$ cat src/design/fqd_pkg.sv
// Shared types and constants for the FIFO queue with delete-by-value.
// Used by fqd_ctrl, fqd_datapath and fifo_queue_with_delete; no dependencies.
package fqd_pkg;

    localparam int DEPTH_DEF       = 16;
    localparam int VALUE_WIDTH_DEF = 32;

    localparam logic [1:0] CMD_ENQ = 2'd0;
    localparam logic [1:0] CMD_DEQ = 2'd1;
    localparam logic [1:0] CMD_DEL = 2'd2;
    localparam logic [1:0] CMD_NOP = 2'd3;

    localparam logic [2:0] ST_OK       = 3'd0;
    localparam logic [2:0] ST_NULL     = 3'd1;
    localparam logic [2:0] ST_EMPTY    = 3'd2;
    localparam logic [2:0] ST_FULL     = 3'd3;
    localparam logic [2:0] ST_NOTFOUND = 3'd4;

    typedef struct packed {
        logic [1:0]  command;
        logic [31:0] value;
    } t_in_item;

    typedef struct packed {
        logic [2:0]  status;
        logic [31:0] read_value;
        logic [4:0]  count;
    } t_out_item;

    typedef struct packed {
        logic       load_in;
        logic       do_enq;
        logic       do_deq;
        logic       scan_start;
        logic       scan_step;
        logic       out_load;
        logic [2:0] out_status;
    } t_dp_ctrl;

    typedef struct packed {
        logic [1:0] command;
        logic       val_null;
        logic       empty;
        logic       full;
        logic       found;
        logic       scan_last;
    } t_dp_stat;

endpackage

$ cat src/design/fqd_ctrl.sv
// Controller state machine for the FIFO queue with delete-by-value.
// Depends on fqd_pkg; drives fqd_datapath through t_dp_ctrl.
module fqd_ctrl
    import fqd_pkg::*;
(
    input  logic     i_clk,
    input  logic     i_rst_n,
    input  logic     i_in_valid,
    output logic     o_in_stall,
    output logic     o_out_valid,
    input  logic     i_out_stall,
    input  t_dp_stat i_stat,
    output t_dp_ctrl o_ctrl
);

    typedef enum logic [1:0] {
        S_IDLE,
        S_EXEC,
        S_SCAN,
        S_FINISH
    } t_state;

    t_state r_state;
    t_state n_state;
    logic   r_out_valid;
    logic   out_free;

    assign out_free    = !r_out_valid || !i_out_stall;
    assign o_in_stall  = (r_state != S_IDLE);
    assign o_out_valid = r_out_valid;

    always_comb begin
        n_state = r_state;
        o_ctrl  = '0;
        unique case (r_state)
            S_IDLE: begin
                if (i_in_valid) begin
                    o_ctrl.load_in = 1'b1;
                    n_state        = S_EXEC;
                end
            end
            S_EXEC: begin
                if (out_free) begin
                    unique case (i_stat.command)
                        CMD_ENQ: begin
                            o_ctrl.out_load = 1'b1;
                            if (i_stat.val_null) begin
                                o_ctrl.out_status = ST_NULL;
                            end else if (i_stat.full) begin
                                o_ctrl.out_status = ST_FULL;
                            end else begin
                                o_ctrl.do_enq     = 1'b1;
                                o_ctrl.out_status = ST_OK;
                            end
                            n_state = S_IDLE;
                        end
                        CMD_DEQ: begin
                            o_ctrl.out_load = 1'b1;
                            if (i_stat.empty) begin
                                o_ctrl.out_status = ST_EMPTY;
                            end else begin
                                o_ctrl.do_deq     = 1'b1;
                                o_ctrl.out_status = ST_OK;
                            end
                            n_state = S_IDLE;
                        end
                        CMD_DEL: begin
                            if (i_stat.val_null) begin
                                o_ctrl.out_load   = 1'b1;
                                o_ctrl.out_status = ST_NULL;
                                n_state           = S_IDLE;
                            end else if (i_stat.empty) begin
                                o_ctrl.out_load   = 1'b1;
                                o_ctrl.out_status = ST_EMPTY;
                                n_state           = S_IDLE;
                            end else begin
                                o_ctrl.scan_start = 1'b1;
                                n_state           = S_SCAN;
                            end
                        end
                        CMD_NOP: begin
                            o_ctrl.out_load   = 1'b1;
                            o_ctrl.out_status = ST_OK;
                            n_state           = S_IDLE;
                        end
                        default: begin
                            n_state = S_IDLE;
                        end
                    endcase
                end
            end
            S_SCAN: begin
                o_ctrl.scan_step = 1'b1;
                if (i_stat.scan_last) begin
                    n_state = S_FINISH;
                end
            end
            S_FINISH: begin
                if (out_free) begin
                    o_ctrl.out_load   = 1'b1;
                    o_ctrl.out_status = i_stat.found ? ST_OK : ST_NOTFOUND;
                    n_state           = S_IDLE;
                end
            end
            default: begin
                n_state = S_IDLE;
            end
        endcase
    end

    always_ff @(posedge i_clk) begin
        if (!i_rst_n) begin
            r_state     <= S_IDLE;
            r_out_valid <= 1'b0;
        end else begin
            r_state <= n_state;
            if (o_ctrl.out_load) begin
                r_out_valid <= 1'b1;
            end else if (!i_out_stall) begin
                r_out_valid <= 1'b0;
            end
        end
    end

    // A pending result is never overwritten before it is taken.
    a_no_overwrite: assert property (@(posedge i_clk) disable iff (!i_rst_n)
        o_ctrl.out_load |-> out_free)
        else $error("result loaded over a pending transaction");

endmodule

$ cat src/design/fqd_datapath.sv
// Datapath for the FIFO queue with delete-by-value: shift-register cells,
// count, scan counter and output register. Depends on fqd_pkg.
module fqd_datapath
    import fqd_pkg::*;
#(
    parameter int DEPTH       = DEPTH_DEF,
    parameter int VALUE_WIDTH = VALUE_WIDTH_DEF
) (
    input  logic      i_clk,
    input  logic      i_rst_n,
    input  t_in_item  i_in_item,
    input  t_dp_ctrl  i_ctrl,
    output t_dp_stat  o_stat,
    output t_out_item o_out_item
);

    localparam int CNT_W = $clog2(DEPTH + 1);
    localparam int IDX_W = (DEPTH > 1) ? $clog2(DEPTH) : 1;
    localparam int EXT_W = (VALUE_WIDTH > 32) ? VALUE_WIDTH : 32;

    logic [VALUE_WIDTH-1:0] r_cells [DEPTH];
    logic [CNT_W-1:0]       r_count;
    logic [CNT_W-1:0]       n_count;
    logic [CNT_W-1:0]       r_steps;
    logic                   r_found;
    logic [1:0]             r_cmd;
    logic [VALUE_WIDTH-1:0] r_val;
    t_out_item              r_out;

    logic [EXT_W-1:0]       in_ext;
    logic [EXT_W-1:0]       head_ext;
    logic [VALUE_WIDTH-1:0] head;
    logic                   match;
    logic                   shift;
    logic                   write;
    logic [IDX_W-1:0]       wr_idx;
    logic [IDX_W-1:0]       tail_idx;
    logic [CNT_W-1:0]       count_m1;

    assign in_ext   = EXT_W'(i_in_item.value);
    assign head     = r_cells[0];
    assign head_ext = EXT_W'(head);
    assign match    = !r_found && (head == r_val);
    assign count_m1 = r_count - 1'b1;
    assign tail_idx = count_m1[IDX_W-1:0];

    assign shift  = i_ctrl.do_deq || i_ctrl.scan_step;
    assign write  = i_ctrl.do_enq || (i_ctrl.scan_step && !match);
    assign wr_idx = i_ctrl.do_enq ? r_count[IDX_W-1:0] : tail_idx;

    always_comb begin
        n_count = r_count;
        if (i_ctrl.do_enq) begin
            n_count = r_count + 1'b1;
        end else if (i_ctrl.do_deq || (i_ctrl.scan_step && match)) begin
            n_count = count_m1;
        end
    end

    always_ff @(posedge i_clk) begin
        for (int i = 0; i < DEPTH; i++) begin
            if (write && (wr_idx == IDX_W'(i))) begin
                r_cells[i] <= i_ctrl.do_enq ? r_val : head;
            end else if (shift && (i < DEPTH - 1)) begin
                r_cells[i] <= r_cells[(i < DEPTH - 1) ? i + 1 : i];
            end
        end
    end

    always_ff @(posedge i_clk) begin
        if (!i_rst_n) begin
            r_count <= '0;
            r_steps <= '0;
            r_found <= 1'b0;
        end else begin
            r_count <= n_count;
            if (i_ctrl.scan_start) begin
                r_steps <= r_count;
                r_found <= 1'b0;
            end else if (i_ctrl.scan_step) begin
                r_steps <= r_steps - 1'b1;
                if (match) begin
                    r_found <= 1'b1;
                end
            end
        end
    end

    always_ff @(posedge i_clk) begin
        if (i_ctrl.load_in) begin
            r_cmd <= i_in_item.command;
            r_val <= in_ext[VALUE_WIDTH-1:0];
        end
        if (i_ctrl.out_load) begin
            r_out.status     <= i_ctrl.out_status;
            r_out.read_value <= i_ctrl.do_deq ? head_ext[31:0] : 32'd0;
            r_out.count      <= 5'(n_count);
        end
    end

    assign o_stat.command   = r_cmd;
    assign o_stat.val_null  = (r_val == '0);
    assign o_stat.empty     = (r_count == '0);
    assign o_stat.full      = (r_count == CNT_W'(DEPTH));
    assign o_stat.found     = r_found;
    assign o_stat.scan_last = (r_steps == CNT_W'(1));
    assign o_out_item       = r_out;

    a_count_bound: assert property (@(posedge i_clk) disable iff (!i_rst_n)
        r_count <= CNT_W'(DEPTH))
        else $error("entry count above depth");

    a_enq_room: assert property (@(posedge i_clk) disable iff (!i_rst_n)
        i_ctrl.do_enq |-> (r_count < CNT_W'(DEPTH)) && (r_val != '0))
        else $error("enqueue into a full queue or of a null handle");

    a_scan_steps: assert property (@(posedge i_clk) disable iff (!i_rst_n)
        i_ctrl.scan_step |-> (r_steps != '0) && (r_count != '0))
        else $error("scan step with no entries left");

endmodule

$ cat src/design/fifo_queue_with_delete.sv
// Top level of the bounded FIFO queue with delete-by-value.
// Depends on fqd_pkg, fqd_ctrl and fqd_datapath.
//
//   Channel   Valid         Stall         Payload
//   input     i_in_valid    o_in_stall    i_in_item  (t_in_item)
//   output    o_out_valid   i_out_stall   o_out_item (t_out_item)
//
// Enqueue, dequeue, a rejected command and the unused command are taken in S_IDLE and answered from S_EXEC.
// Delete goes on from S_EXEC through S_SCAN and S_FINISH: it rotates the queue through cell 0, one entry
// a cycle, dropping the first matching handle.
// Reset clears the count; the cells hold stale data that is never read.
// A result waits in the output register; a new transaction is taken meanwhile.
module fifo_queue_with_delete
    import fqd_pkg::*;
#(
    parameter int DEPTH       = DEPTH_DEF,
    parameter int VALUE_WIDTH = VALUE_WIDTH_DEF
) (
    input  logic      i_clk,
    input  logic      i_rst_n,
    input  logic      i_in_valid,
    output logic      o_in_stall,
    input  t_in_item  i_in_item,
    output logic      o_out_valid,
    input  logic      i_out_stall,
    output t_out_item o_out_item
);

    t_dp_ctrl dp_ctrl;
    t_dp_stat dp_stat;

    fqd_ctrl u_ctrl (
        .i_clk       (i_clk),
        .i_rst_n     (i_rst_n),
        .i_in_valid  (i_in_valid),
        .o_in_stall  (o_in_stall),
        .o_out_valid (o_out_valid),
        .i_out_stall (i_out_stall),
        .i_stat      (dp_stat),
        .o_ctrl      (dp_ctrl)
    );

    fqd_datapath #(
        .DEPTH       (DEPTH),
        .VALUE_WIDTH (VALUE_WIDTH)
    ) u_datapath (
        .i_clk      (i_clk),
        .i_rst_n    (i_rst_n),
        .i_in_item  (i_in_item),
        .i_ctrl     (dp_ctrl),
        .o_stat     (dp_stat),
        .o_out_item (o_out_item)
    );

endmodule

$ cat config.mk
export PLATFORM = sky130hd
export DESIGN_NAME = fifo_queue_with_delete
export DESIGN_NICKNAME = d
export VERILOG_FILES = /design/src/design/fqd_pkg.sv /design/src/design/fqd_ctrl.sv /design/src/design/fqd_datapath.sv /design/src/design/fifo_queue_with_delete.sv
export SDC_FILE = /design/constraint.sdc
export NUM_CORES = 1
export LEC_CHECK = 0
export ABC_AREA = 1
export BUFFER_PORTS_ARGS = -buffer_cell sky130_fd_sc_hd__buf_2
export CAP_MARGIN = 25
export CORE_AREA = 2 2 218 220
export CTS_CLUSTER_DIAMETER = 50
export DETAILED_ROUTE_END_ITERATION = 10
export DIE_AREA = 0 0 220 222
export GPL_ROUTABILITY_DRIVEN = 0
export GPL_TIMING_DRIVEN = 0
export MAX_ROUTING_LAYER = met4
export PLACE_DENSITY_LB_ADDON = 0.05
export SYNTH_ARGS = -nofsm -noshare
export SYNTH_HDL_FRONTEND = slang
export SYNTH_HIERARCHICAL = 1
export SYNTH_SLANG_ARGS = --single-unit
$ cat constraint.sdc
create_clock -name i_clk -period 8.75 [get_ports i_clk]
set_clock_uncertainty 0.2 [all_clocks]
set_input_delay 2.625 -clock i_clk [delete_from_list [all_inputs] [get_ports i_clk]]
set_output_delay 2.625 -clock i_clk [all_outputs]
set_load 0.005 [all_outputs]
; ---- Word level (Yosys, flattened, before mapping)
; Memory sizes are Yosys's and may differ from the RTL's.
; Index checks and enable logic that the tools add are counted.
[totals]
wordCells = 213
mem_count = 1
mem_bits_rw = 512
ff_bits = 88
out_inout_bits = 42
input_bits = 38
latch_bits = 0
mem_bits_ro = 0
[memory_table]
columns = name, words, word_bits, rd, rd_clocked_by_memory_dff, write_ports, line
row1 = u_datapath.r_cells, 16, 32, 16, 0, 16, fqd_datapath.sv:21  ; logic [VALUE_WIDTH-1:0] r_cells [DEPTH];
[op_classes]
n_lt_le_gt_ge = 0
n_div = 0
multipliers = 0
eq_ne = 29
n_shift = 0
bitwise_logic = 16
n_addsub = 3
reduce_logical = 38
mux = 116
[ops]
columns = cell, n
row1 = 32-bit two-way mux, 16
row2 = 1-bit two-way mux, 75
row3 = 32-bit equality test, 1
row4 = "4-bit equality test, second input constant", 8
row5 = 32-bit zero test, 1
row6 = 4-bit two-way mux, 5
row7 = 5-bit two-way mux, 4
row8 = 1-bit logical AND, 19
row9 = "4-bit by 3-bit equality test with 1-bit output, second input constant", 4
row10 = 2-bit two-way mux, 8
row11 = 4-bit one-hot mux with 4 select lines, 1
row12 = 1-bit bitwise OR, 15
row13 = 3-bit two-way mux, 4
row14 = "5-bit by 1-bit subtractor with 5-bit output, second input constant", 2
row15 = "2-bit equality test, second input constant", 4
row16 = "4-bit by 2-bit equality test with 1-bit output, second input constant", 2
row17 = 2-bit one-hot mux with 4 select lines, 1
row18 = 4-bit one-hot mux with 2 select lines, 1
row19 = "2-bit by 1-bit != test with 1-bit output, second input constant", 3
row20 = "5-bit by 1-bit adder with 5-bit output, second input constant", 1
row21 = "5-bit by 1-bit equality test with 1-bit output, second input constant", 1
row22 = "5-bit equality test, second input constant", 1
row23 = 5-bit zero test, 1
row24 = "2-bit by 1-bit equality test with 1-bit output, second input constant", 2
row25 = 13 further kinds, 22

; ---- Logic depth before layout (Yosys ltp)
; Gate-level depths: netlist of run 1.
[depth]
word_depth = 12
mapped_depth = 21
mapped_depth_nobuf = 18

; ---- Hierarchy
; The synthesis of run 1 kept the hierarchy.
[by_module_without_submodules]
columns = module, cells_each, seq_area_each_um2, instances, area_each_um2
row1 = fqd_datapath, 2715, 17817.1, 1, 27234.9
row2 = fqd_ctrl, 44, 60.1, 1, 250.2

; ---- Worst setup path before layout of run 1
; No wires, ideal clock.
[synth_path]
kind = input -> register
startpoint = input i_out_stall
endpoint = memory u_datapath/r_cells[1][224] (netlist bit) (enable)
n_path_buf = 3
setup_slack_ns = 3.091
cell_stages = 10
required_ns = 8.129
arrival_time_ns = 5.038
setup_time_ns = 0.421
cell_sequence = nand2_1 > nand2_2 > nor3_1 > buf_2 > inv_1 > buf_6 > nand2_4 > buf_12 > nand2_1 > nor2_1
[synth_rtl]
columns = element, line
row1 = "start, declared", fifo_queue_with_delete.sv:25  ; input logic i_out_stall,
row2 = "end, declared", fqd_datapath.sv:21

==> impl_metrics.prom, run 1 <==
# TYPE chip_impl_metric gauge
chip_impl_metric{name="port-buffer-count",unit=""} 79
chip_impl_metric{name="final_cycle_share",unit="%"} 66.70
chip_impl_metric{name="synthesis.yosys.warnings",unit=""} 6
chip_impl_metric{name="rows",unit=""} 79
chip_impl_metric{name="nFillCells",unit=""} 3549
chip_impl_metric{name="setup_viol",unit=""} 0
chip_impl_info{name="critical_path.slowest_cell",value="sky130_fd_sc_hd__nor2_1"} 1
chip_impl_info{name="setup_repair_after_global_routing_missed_its_margin",value="false"} 1
chip_impl_metric{name="grt_pass1_wl",unit="µm"} 119300
chip_impl_info{name="critical_path.cell_chain",value="buf_2 > nand2_1 > nand2_2 > nor2_1 > clkbuf_1 > nor2_1 > clkbuf_1 > nand2_1 > buf_8"} 1
chip_impl_info{name="tritoncts",value="yes"} 1
chip_impl_metric{name="cts_htree_levels",unit=""} 3
chip_impl_metric{name="finalHoldViolCount",unit=""} 0
chip_impl_metric{name="die_y",unit="µm"} 222
chip_impl_metric{name="post-route-worst-setup-slack",unit="ps"} 2914
chip_impl_info{name="timing_worst_setup_path_type",value="in -> reg"} 1
chip_impl_metric{name="antenna_found_initial",unit=""} 1
chip_impl_metric{name="period_needed",unit="ps"} 5836
chip_impl_metric{name="area.growth.synth_to_final",unit="%"} 13.84
chip_impl_metric{name="power_leakage",unit="nW"} 13.42
chip_impl_info{name="start_kind",value="primary input"} 1
chip_impl_metric{name="cts.repair_timing.setup_buffer_count",unit=""} 0
chip_impl_metric{name="vdd_drop_max",unit="mV"} 0.1788
chip_impl_metric{name="detailedRoute.firstPassIterationCount",unit=""} 6
chip_impl_metric{name="maximum_number_of_pins_on_one_net_before_global_route_repair",unit=""} 42
chip_impl_metric{name="postRouteWirelength",unit="µm"} 80450
chip_impl_info{name="run_status",value="complete, no violations"} 1
chip_impl_info{name="cts_root_buf",value="sky130_fd_sc_hd__clkbuf_16"} 1
chip_impl_info{name="critical_path.reg2reg.startpoint",value="u_datapath/r_val[3]$_DFFE_PP_"} 1
chip_impl_metric{name="cp_data_required_time",unit="ps"} 8910
chip_impl_metric{name="die_area",unit="µm²"} 48840
chip_impl_metric{name="timing.final.max_slew_violations",unit=""} 0
chip_impl_metric{name="cts.clk_slew.worst_paths",unit="ps"} 50
chip_impl_metric{name="powerDensity",unit="nW/µm²"} 255.8
chip_impl_metric{name="final_net_count",unit=""} 2975
chip_impl_metric{name="clock-sinks",unit=""} 600
chip_impl_metric{name="stdcell_area",unit="µm²"} 31290
chip_impl_info{name="worstHoldPathType",value="reg -> reg"} 1
chip_impl_metric{name="setup_slack_after_placement",unit="ps"} 2416
chip_impl_metric{name="dr_total_vias",unit=""} 20840
chip_impl_metric{name="avgSynthCellArea",unit="µm²"} 9.962
chip_impl_metric{name="floorplan.initialDensity",unit="%"} 59.42
chip_impl_metric{name="yosysUniqueCellTypes",unit=""} 31
chip_impl_metric{name="grt_pass1_vias",unit=""} 19520
chip_impl_metric{name="grtUsageTotal",unit="%"} 34.47
chip_impl_metric{name="cts-buffers-inserted",unit=""} 67
chip_impl_metric{name="post_drt_via_cell_ratio",unit=""} 5.802
chip_impl_metric{name="post_drt_wl_per_cell",unit="µm"} 22.40
chip_impl_metric{name="number_of_gates_resized_after_cts",unit=""} 0
chip_impl_metric{name="max_clk_rate",unit="GHz"} 0.1713
chip_impl_metric{name="layoutNonFillerInstCount",unit=""} 3592
chip_impl_metric{name="floorplan.io_pins",unit=""} 80
chip_impl_metric{name="crit_path_max_incr_delay",unit="ps"} 810
chip_impl_metric{name="detailedPlacementHpwl",unit="µm"} 56190
chip_impl_metric{name="cts_hold_buffers",unit=""} 0
chip_impl_metric{name="path_max_fanout",unit=""} 18
chip_impl_metric{name="final.setup.tns",unit="ps"} 0
chip_impl_metric{name="chipWidth",unit="µm"} 220
chip_impl_info{name="min_from",value="u_ctrl/o_out_valid$_SDFFE_PN0P_"} 1
chip_impl_metric{name="seq_cells_post_synth",unit=""} 600
chip_impl_metric{name="cap_violations",unit=""} 0
chip_impl_metric{name="antenna_violating_nets_post_route",unit=""} 0
chip_impl_metric{name="post_route_cells_drive_above_1_share",unit="%"} 11.96
chip_impl_metric{name="measured_slew_at_the_worst_slew_check_pin",unit="ps"} 1128
chip_impl_metric{name="postSynthCellCount",unit=""} 2759
chip_impl_info{name="crit_start",value="i_out_stall"} 1
chip_impl_metric{name="clk_latency",unit="ps"} 610
chip_impl_metric{name="relative_max_transition_margin",unit="%"} 24.31
chip_impl_metric{name="synthesis.nets",unit=""} 2802
chip_impl_metric{name="yosysSeqAreaShare",unit="%"} 65.04
chip_impl_metric{name="fp.coreArea",unit="µm²"} 46260
chip_impl_metric{name="post-route-drc-count",unit=""} 0
chip_impl_metric{name="globalRoute.totalOverflow",unit=""} 0
chip_impl_metric{name="synthesis.area",unit="µm²"} 27490
chip_impl_info{name="kind_of_end_point_of_the_critical_path",value="register"} 1
chip_impl_metric{name="clock_path_buffers",unit=""} 3
chip_impl_metric{name="area_post_placement",unit="µm²"} 29150
chip_impl_metric{name="cp.arrival",unit="ps"} 6000
chip_impl_metric{name="fin_util",unit="%"} 67.64
chip_impl_metric{name="dr.first_iter.drc_count",unit=""} 3009
chip_impl_metric{name="dp_cells",unit=""} 3468
critical path: cells and delay by family:
family | cells | cell delay, ps
buffers and inverters | 4 | 1540
AND/OR/NAND/NOR | 5 | 1810
cells in the final DEF, fill, tap and decap left out, types with 4 or more instances in the layout:
cell	synthesis	final
sky130_fd_sc_hd__nor4_1	7	7
sky130_fd_sc_hd__nand2_4	20	20
sky130_fd_sc_hd__xor2_1	5	5
sky130_fd_sc_hd__nand2_2	16	18
sky130_fd_sc_hd__buf_8	0	12
sky130_fd_sc_hd__buf_16	0	11
sky130_fd_sc_hd__clkinv_2	0	10
sky130_fd_sc_hd__edfxtp_1	586	586
sky130_fd_sc_hd__nor2_1	52	50
sky130_fd_sc_hd__inv_2	7	7
sky130_fd_sc_hd__clkbuf_1	91	108
sky130_fd_sc_hd__nand4_1	4	4
sky130_fd_sc_hd__clkbuf_16	0	69
sky130_fd_sc_hd__xnor2_1	7	7
sky130_fd_sc_hd__o21ai_1	29	29
sky130_fd_sc_hd__buf_2	27	106
sky130_fd_sc_hd__a31oi_1	4	4
sky130_fd_sc_hd__a21oi_1	11	11
sky130_fd_sc_hd__buf_4	47	48
sky130_fd_sc_hd__nor3_1	10	10
sky130_fd_sc_hd__nand3_1	499	499
sky130_fd_sc_hd__inv_6	0	5
sky130_fd_sc_hd__ha_1	5	5
sky130_fd_sc_hd__dfxtp_1	14	14
sky130_fd_sc_hd__nand2_1	1160	1158
sky130_fd_sc_hd__buf_6	28	28
sky130_fd_sc_hd__o21ai_0	10	10
sky130_fd_sc_hd__inv_1	106	106
sky130_fd_sc_hd__clkinv_1	2	9
cell families after synthesis:
group / after synthesis / synth area share, %
and+or+nand+nor: 1775 / 27.43
DFF: 600 / 65.04
buffers and inverters: 309 / 5.809
AOI/OAI and AO/OA: 58 / 1.111
xor gates and xnor gates: 12 / 0.3824
adders and majority gates: 5 / 0.2276
path summary, 6_finish.rpt:
path                                                to  slack, ps  cells after the start
hold reg to reg        u_ctrl/o_out_valid$_SDFFE_PN0P_        310                      2
setup / recovery   u_datapath/r_cells[0][13]$_DFFE_PP_       2910                      9
hold / removal         u_ctrl/o_out_valid$_SDFFE_PN0P_        310                      2
setup reg to reg  u_datapath/r_cells[1][138]$_DFFE_PP_       3900                     14
per-stage QoR:
step / hold WS, ps / power (mW)
2_1_floorplan: 274.7 / 4.695
3_3_place_gp: 295.1 / 5.196
3_5_place_dp: 304.1 / 5.297
4_1_cts: 307.2 / 8.002
5_1_grt: 356.3 / 8.308
6_report: 305.9 / 8.003
power by group:
part           switching, mW  internal, mW  leakage [nW]
combinational           1.06         0.433          6.87
clock                   1.14          1.57          1.03
sequential             0.133          3.66          5.52
sequential cells by signal, summed over array words and instances, names as in the netlist, named ones only:
register / flops
u_ctrl/o_out_valid: 1
u_ctrl/r_state: 1
u_datapath/o_out_item: 40
u_datapath/r_cells: 512
u_datapath/r_cmd: 2
u_datapath/r_count: 5
u_datapath/r_found: 1
u_datapath/r_steps: 5
u_datapath/r_val: 32
final cells by class:
type / instances / area, µm² / area share, %
Sequential cell: 600 / 17880 / 57.14
Timing Repair Buffer: 104 / 905.9 / 2.895
Tap cell: 607 / 759.5 / 2.427
Buffer: 194 / 1165 / 3.723
Multi-Input combinational cell: 1850 / 8031 / 25.67
Clock buffer: 89 / 1832 / 5.854
Clock inverter: 32 / 284.0 / 0.9077
Antenna cell: 1 / 2.502 / 0.007998
Inverter: 115 / 431.7 / 1.380
per-layer routing:
metal  vias to the layer above  routed length [µm]  GRT usage [%]  share of wire, %
li1                       9617                   -              -                 -
met1                      9762               32100          47.12                40
met2                      1243               35440          49.70                44
met3                       219                8444          6.790                10
met4                         0                4468          16.63               5.6
met5                         -                   0              -                 0
cells in the mapped netlist:
| master | instances | area (µm²) |
|---|---|---|
| sky130_fd_sc_hd__clkinv_1 | 2 | 7.510 |
| sky130_fd_sc_hd__o21ai_1 | 29 | 145.1 |
| sky130_fd_sc_hd__nor2_1 | 52 | 195.2 |
| sky130_fd_sc_hd__inv_2 | 7 | 26.28 |
| sky130_fd_sc_hd__clkbuf_1 | 91 | 341.6 |
| sky130_fd_sc_hd__buf_12 | 1 | 20.02 |
| sky130_fd_sc_hd__nor2_2 | 3 | 18.77 |
| sky130_fd_sc_hd__xor2_1 | 5 | 43.79 |
| sky130_fd_sc_hd__buf_4 | 47 | 352.8 |
| sky130_fd_sc_hd__o22ai_1 | 2 | 12.51 |
| sky130_fd_sc_hd__nand4_1 | 4 | 25.02 |
| sky130_fd_sc_hd__xnor2_1 | 7 | 61.31 |
| sky130_fd_sc_hd__or2_1 | 2 | 12.51 |
| sky130_fd_sc_hd__nand3_1 | 499 | 2497 |
| sky130_fd_sc_hd__ha_1 | 5 | 62.56 |
| sky130_fd_sc_hd__nand2_4 | 20 | 225.2 |
| sky130_fd_sc_hd__inv_1 | 106 | 397.9 |
| sky130_fd_sc_hd__and3_1 | 1 | 6.260 |
| sky130_fd_sc_hd__o21ai_2 | 2 | 17.52 |
| sky130_fd_sc_hd__o21ai_0 | 10 | 50.05 |
| sky130_fd_sc_hd__buf_6 | 28 | 315.3 |
| sky130_fd_sc_hd__nand3_2 | 1 | 10.01 |
| sky130_fd_sc_hd__dfxtp_1 | 14 | 280.3 |
| sky130_fd_sc_hd__edfxtp_1 | 586 | 17600 |
| sky130_fd_sc_hd__a21oi_1 | 11 | 55.05 |
| sky130_fd_sc_hd__nand2_1 | 1160 | 4354 |
| sky130_fd_sc_hd__nor4_1 | 7 | 43.79 |
| sky130_fd_sc_hd__nand2_2 | 16 | 100.1 |
| sky130_fd_sc_hd__nor3_1 | 10 | 50.05 |
| sky130_fd_sc_hd__buf_2 | 27 | 135.1 |
| sky130_fd_sc_hd__a31oi_1 | 4 | 25.02 |
Power figures use the tool's default switching activity.
==> run 2: changes to the inputs <==
Settings changed: ABC_AREA 1 to 0, CORE_AREA 2 2 218 220 to 2 2 211 213, DIE_AREA 0 0 220 222 to 0 0 213 215.
Clock period 8.75 ns to 5.8 ns, I/O delays scaled along.
==> impl_metrics.prom, run 2 <==
# TYPE chip_impl_metric gauge
chip_impl_info{name="run_status",value="complete, no violations"} 1
chip_impl_metric{name="detailedRoute.firstPassIterationCount",unit=""} 7
chip_impl_metric{name="final.setup.tns",unit="ps"} 0
chip_impl_metric{name="largest_register_ff_count",unit=""} 512
chip_impl_metric{name="setup_viol",unit=""} 0
chip_impl_metric{name="cap_violations",unit=""} 0
chip_impl_metric{name="p_total",unit="mW"} 9.627
chip_impl_metric{name="post_drt_via_cell_ratio",unit=""} 6.412
chip_impl_metric{name="postRouteWirelength",unit="µm"} 67580
chip_impl_metric{name="cp.arrival",unit="ps"} 5920
chip_impl_metric{name="post_route_cells_drive_above_1_share",unit="%"} 36.41
chip_impl_info{name="start_kind",value="register"} 1
chip_impl_metric{name="synthesis.yosys.warnings",unit=""} 6
chip_impl_metric{name="seq_cells_post_synth",unit=""} 600
chip_impl_info{name="critical_path.slowest_cell",value="sky130_fd_sc_hd__a21oi_1"} 1
chip_impl_metric{name="clock-sinks",unit=""} 600
chip_impl_metric{name="max_clk_rate",unit="GHz"} 0.1730
chip_impl_info{name="netlist_top_cells_area",value="sky130_fd_sc_hd__edfxtp_1, sky130_fd_sc_hd__mux2_2, sky130_fd_sc_hd__a2bb2oi_1"} 1
chip_impl_metric{name="area.growth.synth_to_final",unit="%"} 15.96
chip_impl_info{name="tritoncts",value="yes"} 1
chip_impl_metric{name="port-buffer-count",unit=""} 79
chip_impl_metric{name="floorplan.initialDensity",unit="%"} 59.12
chip_impl_metric{name="clock_path_buffers",unit=""} 3
chip_impl_metric{name="fin_util",unit="%"} 68.56
chip_impl_info{name="synth_commonest_cells",value="sky130_fd_sc_hd__edfxtp_1, sky130_fd_sc_hd__mux2_2, sky130_fd_sc_hd__a2bb2oi_1, sky130_fd_sc_hd__clkbuf_1, sky130_fd_sc_hd__nor2_1"} 1
chip_impl_metric{name="grt_pass1_vias",unit=""} 15040
chip_impl_metric{name="post-route-drc-count",unit=""} 0
chip_impl_info{name="critical_path.cell_chain",value="nor4_1 > nand4_1 > nor2_1 > or3_1 > nor3_1 > buf_2 > nor4_4 > xor2_1 > a21oi_1 > a21oi_1 > clkbuf_1 > a2bb2oi_1"} 1
chip_impl_metric{name="cts-buffers-inserted",unit=""} 61
chip_impl_metric{name="power_leakage",unit="nW"} 10.22
chip_impl_metric{name="measured_slew_at_the_worst_slew_check_pin",unit="ps"} 1025
chip_impl_info{name="registers.top_by_ff_count",value="u_datapath/r_cells"} 1
chip_impl_metric{name="cts_htree_levels",unit=""} 2
chip_impl_metric{name="period_needed",unit="ps"} 5781
chip_impl_metric{name="cts.clk_slew.worst_paths",unit="ps"} 60
chip_impl_metric{name="clk_latency",unit="ps"} 630
chip_impl_metric{name="cp_data_required_time",unit="ps"} 5940
chip_impl_info{name="cts_root_buf",value="sky130_fd_sc_hd__clkbuf_16"} 1
chip_impl_metric{name="yosysUniqueCellTypes",unit=""} 54
chip_impl_metric{name="final_net_count",unit=""} 1769
chip_impl_info{name="worstSetupEndpoint",value="u_datapath/r_cells[1][54]$_DFFE_PP_"} 1
chip_impl_metric{name="antenna-diode-count",unit=""} 0
chip_impl_metric{name="grtUsageTotal",unit="%"} 30.97
chip_impl_metric{name="final_cycle_share",unit="%"} 99.68
chip_impl_metric{name="floorplan.io_pins",unit=""} 80
chip_impl_metric{name="asyncSetResetFlopFracSynth",unit="%"} 0
chip_impl_metric{name="path_depth_of_the_worst_reg2reg_path",unit=""} 12
chip_impl_info{name="mostFrequentLayoutCells",value="sky130_fd_sc_hd__edfxtp_1, sky130_fd_sc_hd__mux2_2, sky130_fd_sc_hd__a2bb2oi_1"} 1
chip_impl_info{name="timing_worst_setup_path_type",value="reg -> reg"} 1
chip_impl_metric{name="synthesis.area",unit="µm²"} 25800
chip_impl_info{name="layout_commonest_cell",value="sky130_fd_sc_hd__edfxtp_1"} 1
chip_impl_metric{name="nFillCells",unit=""} 2959
chip_impl_metric{name="post_drt_wl_per_cell",unit="µm"} 28.53
chip_impl_info{name="kind_of_end_point_of_the_critical_path",value="register"} 1
chip_impl_metric{name="cts_hold_buffers",unit=""} 0
chip_impl_metric{name="powerDensity",unit="nW/µm²"} 321.8
chip_impl_metric{name="finalHoldViolCount",unit=""} 0
chip_impl_metric{name="avgSynthCellArea",unit="µm²"} 16.62
chip_impl_info{name="worstHoldPathType",value="reg -> reg"} 1
chip_impl_metric{name="synthesis.nets",unit=""} 1596
chip_impl_metric{name="dr_total_vias",unit=""} 15190
chip_impl_metric{name="fp.coreArea",unit="µm²"} 43640
chip_impl_metric{name="globalRoute.totalOverflow",unit=""} 0
chip_impl_metric{name="maximum_number_of_pins_on_one_net_before_global_route_repair",unit=""} 25
chip_impl_metric{name="post_synth_edffs",unit=""} 586
chip_impl_metric{name="antenna_violating_nets_post_route",unit=""} 0
chip_impl_info{name="regToRegEndpoint",value="u_datapath/r_cells[1][54]$_DFFE_PP_"} 1
chip_impl_metric{name="crit_path_max_incr_delay",unit="ps"} 840
chip_impl_metric{name="timing.reg2reg.setup_slack",unit="ps"} 20
chip_impl_metric{name="vdd_drop_max",unit="mV"} 0.2576
chip_impl_metric{name="synthDominantCellAreaShare",unit="%"} 68.20
chip_impl_metric{name="grt_pass1_wl",unit="µm"} 98590
chip_impl_metric{name="dr.first_iter.drc_count",unit=""} 1787
chip_impl_info{name="synth_largest_area_cell",value="sky130_fd_sc_hd__edfxtp_1"} 1
chip_impl_info{name="yosys_most_used_dff",value="sky130_fd_sc_hd__edfxtp_1"} 1
chip_impl_info{name="path_common_cell",value="sky130_fd_sc_hd__a21oi_1"} 1
chip_impl_metric{name="yosysSeqAreaShare",unit="%"} 69.28
chip_impl_info{name="crit_start",value="u_datapath/r_val[14]$_DFFE_PP_"} 1
chip_impl_info{name="critical_path.reg2reg.startpoint",value="u_datapath/r_val[14]$_DFFE_PP_"} 1
chip_impl_metric{name="rows",unit=""} 77
chip_impl_info{name="setup_repair_after_global_routing_missed_its_margin",value="false"} 1
chip_impl_metric{name="die_area",unit="µm²"} 45800
chip_impl_metric{name="path_max_fanout",unit=""} 10
chip_impl_metric{name="chipWidth",unit="µm"} 213
chip_impl_metric{name="timing.final.max_slew_violations",unit=""} 0
chip_impl_metric{name="die_y",unit="µm"} 215
chip_impl_metric{name="timing.hold.ws",unit="ps"} 283.9
chip_impl_metric{name="antenna_found_initial",unit=""} 0
chip_impl_metric{name="detailedPlacementHpwl",unit="µm"} 45240
chip_impl_metric{name="postSynthCellCount",unit=""} 1553
chip_impl_metric{name="relative_max_transition_margin",unit="%"} 31.70
chip_impl_info{name="post-synth-top-count-cell",value="sky130_fd_sc_hd__edfxtp_1"} 1
run 2: changes by cell type after synthesis, moves of 16 or more:
cell                        before  now
sky130_fd_sc_hd__buf_4          47    2
sky130_fd_sc_hd__nand2_1      1160   28
sky130_fd_sc_hd__o21ai_1        29    0
sky130_fd_sc_hd__buf_6          28    3
sky130_fd_sc_hd__inv_1         106   15
sky130_fd_sc_hd__nand3_1       499    4
sky130_fd_sc_hd__nand2_4        20    0
sky130_fd_sc_hd__a2bb2oi_1       0  129
sky130_fd_sc_hd__nand2_2        16    0
sky130_fd_sc_hd__and2_1          0   37
sky130_fd_sc_hd__mux2_2          0  373
sky130_fd_sc_hd__o21ai_0        10   28
sky130_fd_sc_hd__xor2_1          5   28
run 2: layout make-up:
class / count / area (µm²) / share of cell area, %
flip-flops and latches: 600 / 17880 / 59.75
clock inverters: 43 / 534.3 / 1.786
inverters: 15 / 56.30 / 0.1882
well taps: 592 / 740.7 / 2.476
multi-input cells: 822 / 7591 / 25.37
clock buffers: 71 / 1605 / 5.365
repair buffers: 111 / 1011 / 3.379
plain buffers: 115 / 505.5 / 1.689
run 2: through the flow:
| stage | cells | setup slack (ps) | area, µm² |
|---|---|---|---|
| after floorplan | 1553 | -257.3 | 25840 |
| after global placement | 2224 | -2931 | 26980 |
| after detailed placement | 2247 | -1002 | 27590 |
| after CTS | 2368 | 39.28 | 29880 |
| after global routing | 2369 | 50.07 | 29920 |
| final | 2369 | 18.83 | 29920 |
run 2: where the power goes:
group | internal (mW) | switching (mW)
sequential | 4.86 | 0.0491
clock | 2.51 | 1.66
combinational | 0.226 | 0.323
total | 7.60 | 2.03
run 2: critical path: cells and delay by family (launching register included):
kind,cells,cell delay [ps]
xor+xnor,1,420
simple gates,6,2220
flops,1,480
compound gates,3,1280
buf+inv,2,880
run 2: worst min path at each step:
| stage | slack, ps | depth (start not counted) | end | start |
|---|---|---|---|---|
| floorplan | 270 | 2 | u_ctrl/o_out_valid$_SDFFE_PN0P_ | u_ctrl/o_out_valid$_SDFFE_PN0P_ |
| global placement | 280 | 2 | u_ctrl/o_out_valid$_SDFFE_PN0P_ | u_ctrl/o_out_valid$_SDFFE_PN0P_ |
| detailed placement | 280 | 2 | u_ctrl/o_out_valid$_SDFFE_PN0P_ | u_ctrl/o_out_valid$_SDFFE_PN0P_ |
| CTS | 290 | 2 | u_ctrl/o_out_valid$_SDFFE_PN0P_ | u_ctrl/o_out_valid$_SDFFE_PN0P_ |
| global route | 310 | 2 | u_ctrl/o_out_valid$_SDFFE_PN0P_ | u_ctrl/o_out_valid$_SDFFE_PN0P_ |
| finish | 280 | 2 | u_ctrl/o_out_valid$_SDFFE_PN0P_ | u_ctrl/o_out_valid$_SDFFE_PN0P_ |
run 2: routing by layer:
metal  vias up  GRT usage, %  routed length [µm]
met5         -             -                   0
met4         0         12.35                2915
met3       159         5.845                6170
met2       810         45.42               30510
met1      7793         43.07               27990
li1       6428             -                   -
run 2: kinds of logic (layout without fill, tap and decap cells):
group	Yosys count	in the layout	synth area share, %
buf+inv	131	355	2.143
compound gates	214	214	6.464
simple gates	182	182	3.865
flops	600	600	69.28
mux	385	385	16.78
xor+xnor	36	36	1.222
fa+ha+maj	5	5	0.2424
run 2: repair_timing:
item                       in CTS  in global routing
pin swaps                       6                  0
resized for setup               3                 11
setup buffers                   8                  0
setup endpoints to repair     392                206
